$ cat src/rtl/lome_ram.sv
module lome_ram #(
  parameter int WIDTH = 8,
  parameter int DEPTH = 2
) (
  input  logic                     clk,
  input  logic                     we,
  input  logic [$clog2(DEPTH)-1:0] waddr,
  input  logic [WIDTH-1:0]         wdata,
  input  logic [$clog2(DEPTH)-1:0] raddr,
  output logic [WIDTH-1:0]         rdata
);
  logic [WIDTH-1:0] mem [DEPTH];

  // one write port, one registered read port
  always_ff @(posedge clk) begin
    if (we) mem[waddr] <= wdata;
    rdata <= mem[raddr];
  end
endmodule

$ cat config.mk
export PLATFORM = sky130hd
export DESIGN_NAME = lome_ram
export DESIGN_NICKNAME = d
export VERILOG_FILES = /design/src/rtl/lome_ram.sv
export SDC_FILE = /design/constraint.sdc
export NUM_CORES = 1
export LEC_CHECK = 0
export BUFFER_PORTS_ARGS = -buffer_cell sky130_fd_sc_hd__clkbuf_2
export CORE_AREA = 2 2 60 62
export CTS_CLUSTER_DIAMETER = 80
export DETAILED_ROUTE_END_ITERATION = 10
export DIE_AREA = 0 0 62 64
export HOLD_SLACK_MARGIN = 0.02
export PLACE_DENSITY = 0.47
export SYNTH_ARGS = -nofsm -noshare
export SYNTH_HDL_FRONTEND = slang
export SYNTH_SLANG_ARGS = --single-unit
$ cat constraint.sdc
create_clock -name clk -period 1.35 [get_ports clk]
set_input_delay 0.27 -clock clk [delete_from_list [all_inputs] [get_ports clk]]
set_output_delay 0.27 -clock clk [all_outputs]
set_load 0.005 [all_outputs]
==> results by group <==
Global routing
  • First-pass GRT wire length: 1490 um
  • Largest net degree at the start of global routing: 15
  • Total GRT Usage: 5.524%
  • Antenna violations before repair: 0
  • Grt total ovfl: 0
  • Vias in the first global route: 332

Power and ir drop
  • Overall power: 1.453 mW
  • Pleak: 0.4002 nW
  • Peak supply drop: 495.9 uV
  • Power density over the cells: 1474 nW/um2

STA
  • Worst slew margin: 74.24%
  • Setup_tns: 0 ns
  • Final Skew: 0.002947 ns
  • Fmax: 981.3 MHz
  • Fin. max-slew vios: 0
  • Worst Max-Slew Pin Slew: 0.3864 ns
  • RSZ-0062 raised after global routing: no
  • Period utilisation layout: 75.49%
  • Final Worst Setup Slack: 0.3309 ns
  • Tmin final: 1.019 ns
  • Final setup fails: 0
  • Final count of hold timing violations: 0

Worst setup path
  • CP startpoint kind: register
  • Worst Setup End Kind: primary output
  • Crit-path leading delay family: flip-flops
  • Worst Setup Path Type: reg2out
  • CP max-delay cell: dfxtp_1
  • Critical Path AT: 0.75 ns
  • Worst path required time: 1.08 ns
  • Crit Path Max Fanout: 1
  • FF-to-FF path depth: 1
  • Crit-path cells: clkbuf_2
  • Slowest stage delay, CP: 0.34 ns
  • CP Depth: 1
  • Crit path buffers/inverters: 1
  • R2R Setup Slk: 0.61 ns

Clock tree
  • Cts repair resizes: 0
  • Worst skew pair latency: 0.31 ns
  • Postcts setup bufs: 0
  • Clock tree buffer depth: 2
  • CTS Buf Count: 3
  • Sink Count: 24
  • CTS tree: done
  • # H-tree levels: 1
  • CTS hold repair buffers: 0
  • Worst-path clk slew: 0.12 ns
  • Root buf cell: clkbuf_4

Drt
  • Routed Antenna Nets: 0
  • Vias per std cell: 3.394
  • Routed wire length: 1012 um
  • Vias: 353
  • Number of remaining DRC errors: 0
  • Drt first pass iters: 1
  • Iteration-0 DRC Markers: 0
  • Wire per inst: 9.731 um

Finish
  • Share of layout cells above drive strength 1: 55.17%
  • Final net count: 71
  • Utilization after layout: 30.02%
  • Inserted Diodes: 0
  • Area grow syn2layout: 25.68%
  • Layout Cells excl Fill: 104

Logic synthesis
  • Synth Register Bits: 24
  • Compound-Gate Fraction of Synth Area: 0%
  • Syn_area_per_cell: 22.41 um2
  • Syn Inst Count: 35
  • Adder-cell share of the synthesized area: 0%
  • Syn_nets: 47
  • Syn Std Cell Area: 784.5 um2
  • XOR/XNOR Fraction of Synth Area: 0%
  • Largest family of logic cells by synthesized area: multiplexers
  • Sequential share of the synthesized area: 81.66%
  • Post-synthesis mux area share: 15.31%
  • Simple-gate area share of the yosys netlist: 1.595%
  • Ys Warns: 0
  • Yosys cell types: 6

Place
  • Post-Place Worst Slack: 0.2711 ns
  • Port bufs: 19
  • Final GP Congestion: 0.6107
  • Placed insts: 100

Run status
  • Status: finished, final reports clean

Floorplanning
  • Die Area: 3968 um2
  • Die width: 62 um
  • Initial core utilization: 23.89%
  • Core area: 3284 um2
  • Die Ht: 64 um
  • I/O pin count: 20
  • Row count: 21

Hold path
  • HP Class: in2reg
  • Hold Path Depth: 1

Job
  • Max Cap Viol: 0
-- cell usage in the layout, fill, tap and decap left out --
cell type / n
dfxtp_1: 8
mux2_4: 8
buf_4: 1
clkbuf_4: 3
clkbuf_2: 19
nor2b_1: 1
bufinv_16: 1
edfxtp_1: 16
and2_1: 1
-- cell usage after synthesis --
cell / instances / area share, %
buf_6: 1 / 1.4
nor2b_1: 1 / 0.80
dfxtp_1: 8 / 20
mux2_4: 8 / 15
and2_1: 1 / 0.80
edfxtp_1: 16 / 61
-- metrics by stage --
step / area (um2) / hold slack, ns
finish: 985.9 / 0.1452
detailed placement: 933.4 / 0.4591
CTS: 985.9 / 0.1328
global placement: 933.4 / 0.4555
global route: 985.9 / 0.1119
floorplan: 784.5 / 0.3689
-- registers in the layout (all words and copies together), names as in the netlist --
| name | flops |
|---|---|
| mem | 16 |
| rdata | 8 |
-- report_power, final --
group	internal, mW	switching (mW)
combinational	0.0602	0.0371
sequential	0.841	0.0125
clock	0.300	0.202
-- routing by layer --
metal | vias up | routed length (um) | global-route usage, %
met2 | 16 | 488 | 8.594
met5 | - | 0 | 0
met1 | 162 | 409 | 5.520
met4 | 0 | 12 | 2.394
met3 | 2 | 102 | 3.846
li1 | 173 | - | -
-- worst paths after layout --
| path | to | startpoint |
|---|---|---|
| max | rdata[6] | rdata[6] |
| min | mem[0][3] | wdata[3] |
| max reg2reg | rdata[3] | mem[0][3] |
| min reg2reg | rdata[0] | mem[1][0] |
-- kinds of logic (layout without fill, tap and decap cells) --
logic type | Yosys count | after routing
muxes | 8 | 8
buffers and inverters | 1 | 24
and+or+nand+nor | 2 | 2
DFF | 24 | 24
-- cell type report --
| class | instances | area, um2 |
|---|---|---|
| clock buffers | 3 | 22.52 |
| repair buffers | 20 | 102.6 |
| flip-flops and latches | 24 | 640.6 |
| multi-input cells | 10 | 132.6 |
| well taps | 46 | 57.56 |
| clock inverters | 1 | 30.03 |
| fillers | 325 | 2298 |
(Power assumes the default switching activity.)
